--- config.mk ---
export PLATFORM = sky130hd
export DESIGN_NAME = wide_by_scalar_mul_div_flat
export DESIGN_NICKNAME = d
export VERILOG_FILES = /design/src/rtl/wsmd_pkg.sv /design/src/rtl/wsmd_in_if.sv /design/src/rtl/wsmd_out_if.sv /design/src/rtl/wide_by_scalar_mul_div.sv /design/src/rtl/wsmd_serial_unit.sv /design/src/rtl/wsmd_ctrl.sv /design/src/flat_wrapper.sv
export VERILOG_INCLUDE_DIRS = /design/src /design/src/rtl
export SDC_FILE = /design/constraint.sdc
export NUM_CORES = 1
export LEC_CHECK = 0
export ABC_AREA = 1
export ABC_CLOCK_PERIOD_IN_PS = 11700
export BUFFER_PORTS_ARGS = -buffer_cell sky130_fd_sc_hd__buf_2
export CELL_PAD_IN_SITES_DETAIL_PLACEMENT = 0
export CELL_PAD_IN_SITES_GLOBAL_PLACEMENT = 1
export CORE_UTILIZATION = 48
export CTS_CLUSTER_DIAMETER = 150
export DETAILED_ROUTE_END_ITERATION = 10
export GPL_ROUTABILITY_DRIVEN = 0
export PLACE_DENSITY = 0.89
export SYNTH_ARGS = -nofsm -noshare
export SYNTH_HDL_FRONTEND = slang
export SYNTH_SLANG_ARGS = --single-unit
--- constraint.sdc ---
create_clock -name clk -period 11.7 [get_ports clk]
set_input_delay 0.585 -clock clk [delete_from_list [all_inputs] [get_ports clk]]
set_output_delay 0.585 -clock clk [all_outputs]
set_load 0.01 [all_outputs]
--- src/rtl/wide_by_scalar_mul_div_assert.svh ---
// assertion macros for the wide-by-scalar multiply/divide block
// needs clk and rst_n in the scope where a macro is used
`ifndef WIDE_BY_SCALAR_MUL_DIV_ASSERT_SVH
`define WIDE_BY_SCALAR_MUL_DIV_ASSERT_SVH

// same-cycle implication
`define WSMD_ASSERT_NOW(label, ante, cons, msg) \
  label: assert property (@(posedge clk) disable iff (!rst_n) (ante) |-> (cons)) \
    else $error(msg);

// next-cycle implication
`define WSMD_ASSERT_NEXT(label, ante, cons, msg) \
  label: assert property (@(posedge clk) disable iff (!rst_n) (ante) |=> (cons)) \
    else $error(msg);

`endif

--- src/rtl/wsmd_pkg.sv ---
// shared types and constants of the wide-by-scalar multiply/divide block
// no dependencies
`timescale 1ns / 1ps
`default_nettype none

package wsmd_pkg;

  localparam int LIMB_W = 64;
  localparam int CNT_W  = 6;

  localparam logic OP_MUL = 1'b0;
  localparam logic OP_DIV = 1'b1;

  typedef enum logic [1:0] {
    S_IDLE,
    S_CALC,
    S_DONE
  } wsmd_state_t;

  typedef struct packed {
    logic load;
    logic first;
    logic dz;
    logic step;
    logic op;
  } wsmd_ctl_t;

endpackage

`default_nettype wire

--- src/rtl/wsmd_in_if.sv ---
// request channel: valid/ready with operation, operand limb and scalar
// depends on wsmd_pkg
`timescale 1ns / 1ps
`default_nettype none

interface wsmd_in_if;
  import wsmd_pkg::*;

  logic              valid;
  logic              ready;
  logic              req_type;
  logic [LIMB_W-1:0] limb_in;
  logic [LIMB_W-1:0] scalar;

  modport source (output valid, output req_type, output limb_in, output scalar,
                  input ready);
  modport sink (input valid, input req_type, input limb_in, input scalar,
                output ready);
endinterface

`default_nettype wire

--- src/rtl/wsmd_out_if.sv ---
// result channel: valid/ready with result limb, last and divide-by-zero flag
// depends on wsmd_pkg
`timescale 1ns / 1ps
`default_nettype none

interface wsmd_out_if;
  import wsmd_pkg::*;

  logic              valid;
  logic              ready;
  logic [LIMB_W-1:0] limb_out;
  logic              last;
  logic              div_zero;

  modport source (output valid, output limb_out, output last, output div_zero,
                  input ready);
  modport sink (input valid, input limb_out, input last, input div_zero,
                output ready);
endinterface

`default_nettype wire

--- src/rtl/wide_by_scalar_mul_div.sv ---
// Wide-by-scalar multiply/divide: a LIMBS x 64-bit number times or divided by a 64-bit scalar.
// Request channel in_ch: one 64-bit limb per request. req_type and scalar are taken at the
//   first limb of each number and held for the rest; multiply sends the least significant
//   limb first, divide the most significant limb first.
// Result channel out_ch: one result limb per request, in the same order, with last on the
//   final limb and div_zero on every limb of a divide by zero (limb_out then all ones).
// Each limb goes through one bit-serial shift-add / restoring-divide unit, one bit a cycle:
//   a limb is accepted, stepped through each of its bits, and then written to the output
//   register once that is free; the block takes no new limb before the current one is
//   written. A divide-by-zero limb skips the unit and goes straight to the output register.
// The block works on one limb at a time; in_ch.ready is high while the unit is free, even
//   when a result still waits in the output register.
// If the receiver stalls, the finished limb waits in the unit until the output register
//   frees up; no limb is lost and the next request is held off meanwhile.
// Reset (rst_n, synchronous, active low) empties the output register, stops any limb in
//   work and restarts number framing at the first limb.
`timescale 1ns / 1ps
`default_nettype none

module wide_by_scalar_mul_div #(
  parameter int LIMBS = 4
) (
  input  wire logic   clk,
  input  wire logic   rst_n,
  wsmd_in_if.sink     in_ch,
  wsmd_out_if.source  out_ch
);
  import wsmd_pkg::*;

  wsmd_ctl_t         ctl;
  logic              out_load;
  logic              slot_free;
  logic              last;
  logic              dz;
  logic              scalar_zero;
  logic [LIMB_W-1:0] res;

  logic              out_valid_r, out_valid_nxt;
  logic [LIMB_W-1:0] out_limb_r, out_limb_nxt;
  logic              out_last_r, out_last_nxt;
  logic              out_dz_r, out_dz_nxt;

  assign scalar_zero = (in_ch.scalar == '0);
  assign slot_free   = !out_valid_r || out_ch.ready;

  wsmd_ctrl #(
    .LIMBS(LIMBS)
  ) u_ctrl (
    .clk        (clk),
    .rst_n      (rst_n),
    .in_valid   (in_ch.valid),
    .req_type   (in_ch.req_type),
    .scalar_zero(scalar_zero),
    .slot_free  (slot_free),
    .in_ready   (in_ch.ready),
    .out_load   (out_load),
    .last       (last),
    .dz         (dz),
    .ctl        (ctl)
  );

  wsmd_serial_unit u_unit (
    .clk   (clk),
    .ctl   (ctl),
    .limb  (in_ch.limb_in),
    .scalar(in_ch.scalar),
    .res   (res)
  );

  // output register
  always_comb begin
    out_valid_nxt = out_valid_r;
    out_limb_nxt  = out_limb_r;
    out_last_nxt  = out_last_r;
    out_dz_nxt    = out_dz_r;
    if (out_load) begin
      out_valid_nxt = 1'b1;
      out_limb_nxt  = dz ? '1 : res;
      out_last_nxt  = last;
      out_dz_nxt    = dz;
    end else if (out_ch.ready) begin
      out_valid_nxt = 1'b0;
    end
  end

  always_ff @(posedge clk) begin
    if (!rst_n) begin
      out_valid_r <= 1'b0;
    end else begin
      out_valid_r <= out_valid_nxt;
    end
  end

  always_ff @(posedge clk) begin
    out_limb_r <= out_limb_nxt;
    out_last_r <= out_last_nxt;
    out_dz_r   <= out_dz_nxt;
  end

  assign out_ch.valid    = out_valid_r;
  assign out_ch.limb_out = out_limb_r;
  assign out_ch.last     = out_last_r;
  assign out_ch.div_zero = out_dz_r;

endmodule

`default_nettype wire

--- src/rtl/wsmd_serial_unit.sv ---
// bit-serial datapath: shift-add multiply and restoring divide, one bit a cycle
// depends on wsmd_pkg; the high register carries the carry/remainder across limbs
`timescale 1ns / 1ps
`default_nettype none

module wsmd_serial_unit (
  input  wire logic                        clk,
  input  wire wsmd_pkg::wsmd_ctl_t         ctl,
  input  wire logic [wsmd_pkg::LIMB_W-1:0] limb,
  input  wire logic [wsmd_pkg::LIMB_W-1:0] scalar,
  output logic      [wsmd_pkg::LIMB_W-1:0] res
);
  import wsmd_pkg::*;

  logic [LIMB_W-1:0] hi_r, hi_nxt;
  logic [LIMB_W-1:0] lo_r, lo_nxt;
  logic [LIMB_W-1:0] scalar_r, scalar_nxt;
  logic [LIMB_W:0]   mul_sum;
  logic [LIMB_W:0]   div_rem;
  logic [LIMB_W+1:0] div_diff;
  logic              div_ge;

  always_comb begin
    mul_sum  = {1'b0, hi_r} + (lo_r[0] ? {1'b0, scalar_r} : '0);
    div_rem  = {hi_r, lo_r[LIMB_W-1]};
    div_diff = {1'b0, div_rem} - {2'b00, scalar_r};
    div_ge   = ~div_diff[LIMB_W+1];
  end

  always_comb begin
    hi_nxt     = hi_r;
    lo_nxt     = lo_r;
    scalar_nxt = scalar_r;
    if (ctl.load) begin
      lo_nxt = limb;
      if (ctl.first) begin
        scalar_nxt = scalar;
      end
      if (ctl.first || ctl.dz) begin
        hi_nxt = '0;
      end
    end else if (ctl.step) begin
      if (ctl.op == OP_MUL) begin
        hi_nxt = mul_sum[LIMB_W:1];
        lo_nxt = {mul_sum[0], lo_r[LIMB_W-1:1]};
      end else begin
        hi_nxt = div_ge ? div_diff[LIMB_W-1:0] : div_rem[LIMB_W-1:0];
        lo_nxt = {lo_r[LIMB_W-2:0], div_ge};
      end
    end
  end

  always_ff @(posedge clk) begin
    hi_r     <= hi_nxt;
    lo_r     <= lo_nxt;
    scalar_r <= scalar_nxt;
  end

  assign res = lo_r;

endmodule

`default_nettype wire

--- src/rtl/wsmd_ctrl.sv ---
// sequencer: request handshake, bit counter, limb index and held operation
// depends on wsmd_pkg and the assertion macro header
`timescale 1ns / 1ps
`default_nettype none

module wsmd_ctrl #(
  parameter int LIMBS = 4
) (
  input  wire logic                clk,
  input  wire logic                rst_n,
  input  wire logic                in_valid,
  input  wire logic                req_type,
  input  wire logic                scalar_zero,
  input  wire logic                slot_free,
  output logic                     in_ready,
  output logic                     out_load,
  output logic                     last,
  output logic                     dz,
  output wsmd_pkg::wsmd_ctl_t      ctl
);
  import wsmd_pkg::*;

  localparam int IDX_W = (LIMBS > 1) ? $clog2(LIMBS) : 1;

  wsmd_state_t       state_r, state_nxt;
  logic [CNT_W-1:0]  cnt_r, cnt_nxt;
  logic [IDX_W-1:0]  idx_r, idx_nxt;
  logic              op_r, op_nxt;
  logic              dz_r, dz_nxt;
  logic              first;
  logic              accept;
  logic              cnt_end;

  assign first   = (idx_r == '0);
  assign last    = (idx_r == IDX_W'(LIMBS - 1));
  assign accept  = in_valid && in_ready;
  assign cnt_end = (cnt_r == CNT_W'(LIMB_W - 1));
  assign op_nxt  = (accept && first) ? req_type : op_r;
  assign dz_nxt  = (accept && first) ? (req_type && scalar_zero) : dz_r;
  assign dz      = dz_r;

  // next state
  always_comb begin
    state_nxt = state_r;
    case (state_r)
      S_IDLE: begin
        if (accept) begin
          state_nxt = dz_nxt ? S_DONE : S_CALC;
        end
      end
      S_CALC: begin
        if (cnt_end) begin
          state_nxt = S_DONE;
        end
      end
      S_DONE: begin
        if (slot_free) begin
          state_nxt = S_IDLE;
        end
      end
      default: state_nxt = S_IDLE;
    endcase
  end

  // outputs
  always_comb begin
    in_ready  = 1'b0;
    out_load  = 1'b0;
    ctl.load  = 1'b0;
    ctl.step  = 1'b0;
    ctl.first = first;
    ctl.dz    = dz_nxt;
    ctl.op    = op_r;
    case (state_r)
      S_IDLE: begin
        in_ready = 1'b1;
        ctl.load = accept;
      end
      S_CALC: begin
        ctl.step = 1'b1;
      end
      S_DONE: begin
        out_load = slot_free;
      end
      default: begin
        in_ready = 1'b0;
      end
    endcase
  end

  always_comb begin
    cnt_nxt = (state_r == S_CALC) ? cnt_r + CNT_W'(1) : '0;
    idx_nxt = idx_r;
    if (out_load) begin
      idx_nxt = last ? '0 : idx_r + IDX_W'(1);
    end
  end

  always_ff @(posedge clk) begin
    if (!rst_n) begin
      state_r <= S_IDLE;
      cnt_r   <= '0;
      idx_r   <= '0;
      op_r    <= OP_MUL;
      dz_r    <= 1'b0;
    end else begin
      state_r <= state_nxt;
      cnt_r   <= cnt_nxt;
      idx_r   <= idx_nxt;
      op_r    <= op_nxt;
      dz_r    <= dz_nxt;
    end
  end

`include "wide_by_scalar_mul_div_assert.svh"

  `WSMD_ASSERT_NOW(a_dz_only_div, dz_r, op_r == OP_DIV, "div_zero set outside a divide")
  `WSMD_ASSERT_NOW(a_no_load_idle, in_ready, !out_load, "result loaded while taking a request")
  `WSMD_ASSERT_NEXT(a_load_then_idle, out_load, in_ready, "block not ready after result load")
  `WSMD_ASSERT_NEXT(a_dz_skips_calc, accept && dz_nxt, state_r == S_DONE, "zero divisor ran the unit")

endmodule

`default_nettype wire
--- src/flat_wrapper.sv ---
// flat-port wrapper written by rule: the top's interface ports become plain ports
module wide_by_scalar_mul_div_flat import wsmd_pkg::*;
#(
  parameter int LIMBS = 4
)
  (clk, rst_n, in_ch_valid, in_ch_req_type, in_ch_limb_in, in_ch_scalar, in_ch_ready, out_ch_valid, out_ch_limb_out, out_ch_last, out_ch_div_zero, out_ch_ready);
  wsmd_in_if in_ch_i ();
  wsmd_out_if out_ch_i ();
  input  wire logic clk;
  input  wire logic rst_n;
  input wire logic [$bits(in_ch_i.valid)-1:0] in_ch_valid;
  input wire logic [$bits(in_ch_i.req_type)-1:0] in_ch_req_type;
  input wire logic [$bits(in_ch_i.limb_in)-1:0] in_ch_limb_in;
  input wire logic [$bits(in_ch_i.scalar)-1:0] in_ch_scalar;
  output wire logic [$bits(in_ch_i.ready)-1:0] in_ch_ready;
  output wire logic [$bits(out_ch_i.valid)-1:0] out_ch_valid;
  output wire logic [$bits(out_ch_i.limb_out)-1:0] out_ch_limb_out;
  output wire logic [$bits(out_ch_i.last)-1:0] out_ch_last;
  output wire logic [$bits(out_ch_i.div_zero)-1:0] out_ch_div_zero;
  input wire logic [$bits(out_ch_i.ready)-1:0] out_ch_ready;
  assign in_ch_i.valid = in_ch_valid;
  assign in_ch_i.req_type = in_ch_req_type;
  assign in_ch_i.limb_in = in_ch_limb_in;
  assign in_ch_i.scalar = in_ch_scalar;
  assign in_ch_ready = in_ch_i.ready;
  assign out_ch_valid = out_ch_i.valid;
  assign out_ch_limb_out = out_ch_i.limb_out;
  assign out_ch_last = out_ch_i.last;
  assign out_ch_div_zero = out_ch_i.div_zero;
  assign out_ch_i.ready = out_ch_ready;
  wide_by_scalar_mul_div #(.LIMBS(LIMBS)) u_core (.clk(clk), .rst_n(rst_n), .in_ch(in_ch_i), .out_ch(out_ch_i));
endmodule
==> out/results.txt <==
Outcome = complete, no violations
H-tree depth = 1
Register area share after synthesis = 0.336
Total Routing Usage GR = 0.334
CP max stage cell = buf_4
Final-stage net count = 4063
WL per Instance = 19.1 um
CTS resizes = 0
CTS clk-pin slew, worst paths = 0.06 ns
Post-synth EDFFs = 258
Comb pwr share = 0.646
Internal power = 3.93 mW
Ys Warns = 0
# DRC = 0
CP arrival = 4.21 ns
Initial drt markers = 2653
Min-Delay Path Class = input pin to register
Critical-path cell list = ha_1 > nand2_1 > nor2_1 > nand3_1 > nand3_2 > nand2_2 > nand2_2 > nand2_2 > nand2_2 > nand2_4 > buf_4 > nand2_2 > buf_4 > nand3_1 > nand2_1 > a21oi_1
Tcrit/Tclk final = 0.335
Max Clock Skew = 0.0245 ns
Clk sinks = 271
Syn Nets = 3899
Net switching power = 4.36 mW
TritonCTS Buffers = 29
Slew Limit Fails = 0
Total global routing overflow = 0
Post-Synth Simple-Gate Area = 0.368
Placed Instances = 4430
Pwr Density = 314 nW/um^2
Initial antenna violation count = 1
Hold_buf cts = 0
Vias per cell = 5.40
Worst slew margin = 0.258
Final hold slack = 0.183 ns
Post-synth top cells = nand2_1 (1208), inv_1 (649), nor2_1 (336)
Vias in the first global route = 22672
Compound-Gate Fraction of Synth Area = 0.0938
Syn_area_per_cell = 6.56 um^2
Finished Layout Cells = 4482
Post-route setup TNS = 0 ns
Core ar. = 49000 um^2
Dominant cells by area after synthesis = edfxtp_1 (32%), nand2_1 (19%), inv_1 (10%), ha_1 (6.9%), nor2_1 (5.3%)
Post-Synth Adder-Cell Area = 0.0704
Vias = 24206
CP Launch Type = register
Syn Inst Count = 3633
Worst Path Max Fanout = 63
CTS tree = yes
Initial Util = 0.487
Seq cells post-synth = 271
Clock Latency Late Sink = 0.60 ns
Pleak = 13.4 nW
Clk root buf = clkbuf_16
Maxcap violations = 0
Die span in y = 225 um
Pwr Total = 8.29 mW
Final wirelength = 85800 um
Mux cell area share after synthesis = 0
Setup Buffers After CTS = 0
Ant. Diodes = 0
CP delay by family, top = simple AND/OR/NAND/NOR gates
FMAX = 0.255 GHz
Most numerous cell in the Yosys netlist = nand2_1
# setup viols final = 0
Die area = 50600 um^2
Post-synth top area share = 0.325
I/O pin count = 201
Final ANT Viol Nets = 0
Crit path required time = 12.00 ns
Peak supply drop = 0.250 mV
Max stage delay on crit path = 0.58 ns
P&R area growth vs syn = 10.7%
Post-Syn Area = 23800 um^2
Clock Path Buffers = 3
Critical Path End Type = register
First-pass GRT wire length = 128000 um
Seq pwr share = 0.235
Synth Area in XOR/XNOR = 0.0118
Sw Share = 0.526
R2R setup slack = 7.79 ns
Initial DRT Pass Iterations = 6
Share of layout cells above drive strength 1 = 0.105
Largest family of logic cells by synthesized area = simple AND/OR/NAND/NOR gates
Kind of critical path = register to register
Clk pwr share = 0.118
Async S/R FF share, synth = 0
Crit-path most repeated cell = nand2_2
Hold Fails Final Rpt = 0
Worst slew pin tran = 1.11 ns
Yosys cell types = 50
Minimum clock period = 3.91 ns
Port bufs = 200
CP bufs+invs = 2
RSZ-0062 raised after global routing = no
Predominant post-synthesis flop cell = edfxtp_1
Die Wd = 225 um
Area leader, netlist = edfxtp_1
Hpwl dp = 68700 um
# rows = 81
Largest net degree at the start of global routing = 102
==> layer usage <==
layer,wire length (um),GRT usage,up-vias,part of all wire
li1,-,-,11898,-
met1,35300,0.435,11050,0.41
met2,39900,0.556,1078,0.46
met3,7030,0.0524,180,0.082
met4,3520,0.125,0,0.041
met5,0,0,-,0
==> cell usage in the layout, fill, tap and decap left out, types with 30 or more instances in the layout <==
master,count
nand2_1,1205
edfxtp_1,258
o21ai_0,87
ha_1,131
nor2_1,335
inv_1,648
nand3b_1,68
a31oi_1,65
a21oi_1,223
or2_2,81
nand3_1,226
buf_2,200
nand4_1,30
==> worst paths after layout <==
path | from | to | depth (start not counted)
setup / recovery | u_core.u_unit.hi_r[1] | u_core.u_unit.hi_r[61] | 16
hold / removal | in_ch_scalar[2] | u_core.u_unit.scalar_r[2] | 1
setup reg to reg | u_core.u_unit.hi_r[1] | u_core.u_unit.hi_r[61] | 16
hold reg to reg | u_core.u_ctrl.cnt_r[0] | u_core.u_ctrl.cnt_r[0] | 1
==> cells by family (layout without fill, tap and decap cells) <==
group | Yosys count | count (layout)
flip-flops | 271 | 271
adder cells (fa/ha/maj) | 133 | 133
buffers and inverters | 746 | 931
XOR/XNOR | 32 | 32
AO/OA/AOI/OAI | 410 | 410
AND/OR/NAND/NOR | 2041 | 2041
==> state kept, by name, indices dropped and copies added, names as in the netlist <==
register and count:
u_core.out_ch.div_zero 1, u_core.out_ch.last 1, u_core.out_ch.limb_out 64, u_core.out_ch.valid 1, u_core.u_ctrl.cnt_r 6, u_core.u_ctrl.dz 1, u_core.u_ctrl.idx_r 2, u_core.u_ctrl.op_r 1
u_core.u_ctrl.state_r 2, u_core.u_unit.hi_r 64, u_core.u_unit.res 64, u_core.u_unit.scalar_r 64
==> area by class of cell <==
type | instances | area [um^2]
fill | 5102 | 22500
multi-input combinational | 2616 | 13000
sequential | 271 | 8010
tap | 664 | 831
timing repair buffer | 214 | 1110
clock buffer | 32 | 737
inverter | 665 | 2500
clock inverter | 20 | 240
==> power by group through the flow <==
stage | clock network, mW | logic (mW) | registers [mW]
6_report | 0.981 | 5.36 | 1.95
5_1_grt | 1.02 | 5.91 | 1.98
4_1_cts | 0.984 | 5.28 | 1.94
3_5_place_dp | 0 | 5.25 | 1.96
3_3_place_gp | 0 | 5.23 | 1.95
2_1_floorplan | 0 | 3.72 | 1.85
==> per-stage QoR <==
step	area (um^2)	worst slack, ns	util
6_report	26400	7.79	0.539
2_1_floorplan	23800	7.08	-
3_3_place_gp	25400	7.97	0.519
5_1_grt	26400	7.56	0.539
4_1_cts	26400	7.88	0.539
3_5_place_dp	25400	7.90	0.519
==> worst reg2reg max path: cells and delay by family (launching register included) <==
family	cells	cell delay [ns]
AO/OA/AOI/OAI	1	0.06
adder cells (fa/ha/maj)	1	0.45
buffers and inverters	2	0.94
flip-flops	1	0.53
AND/OR/NAND/NOR	12	1.65
Power figures use the tool's default switching activity.
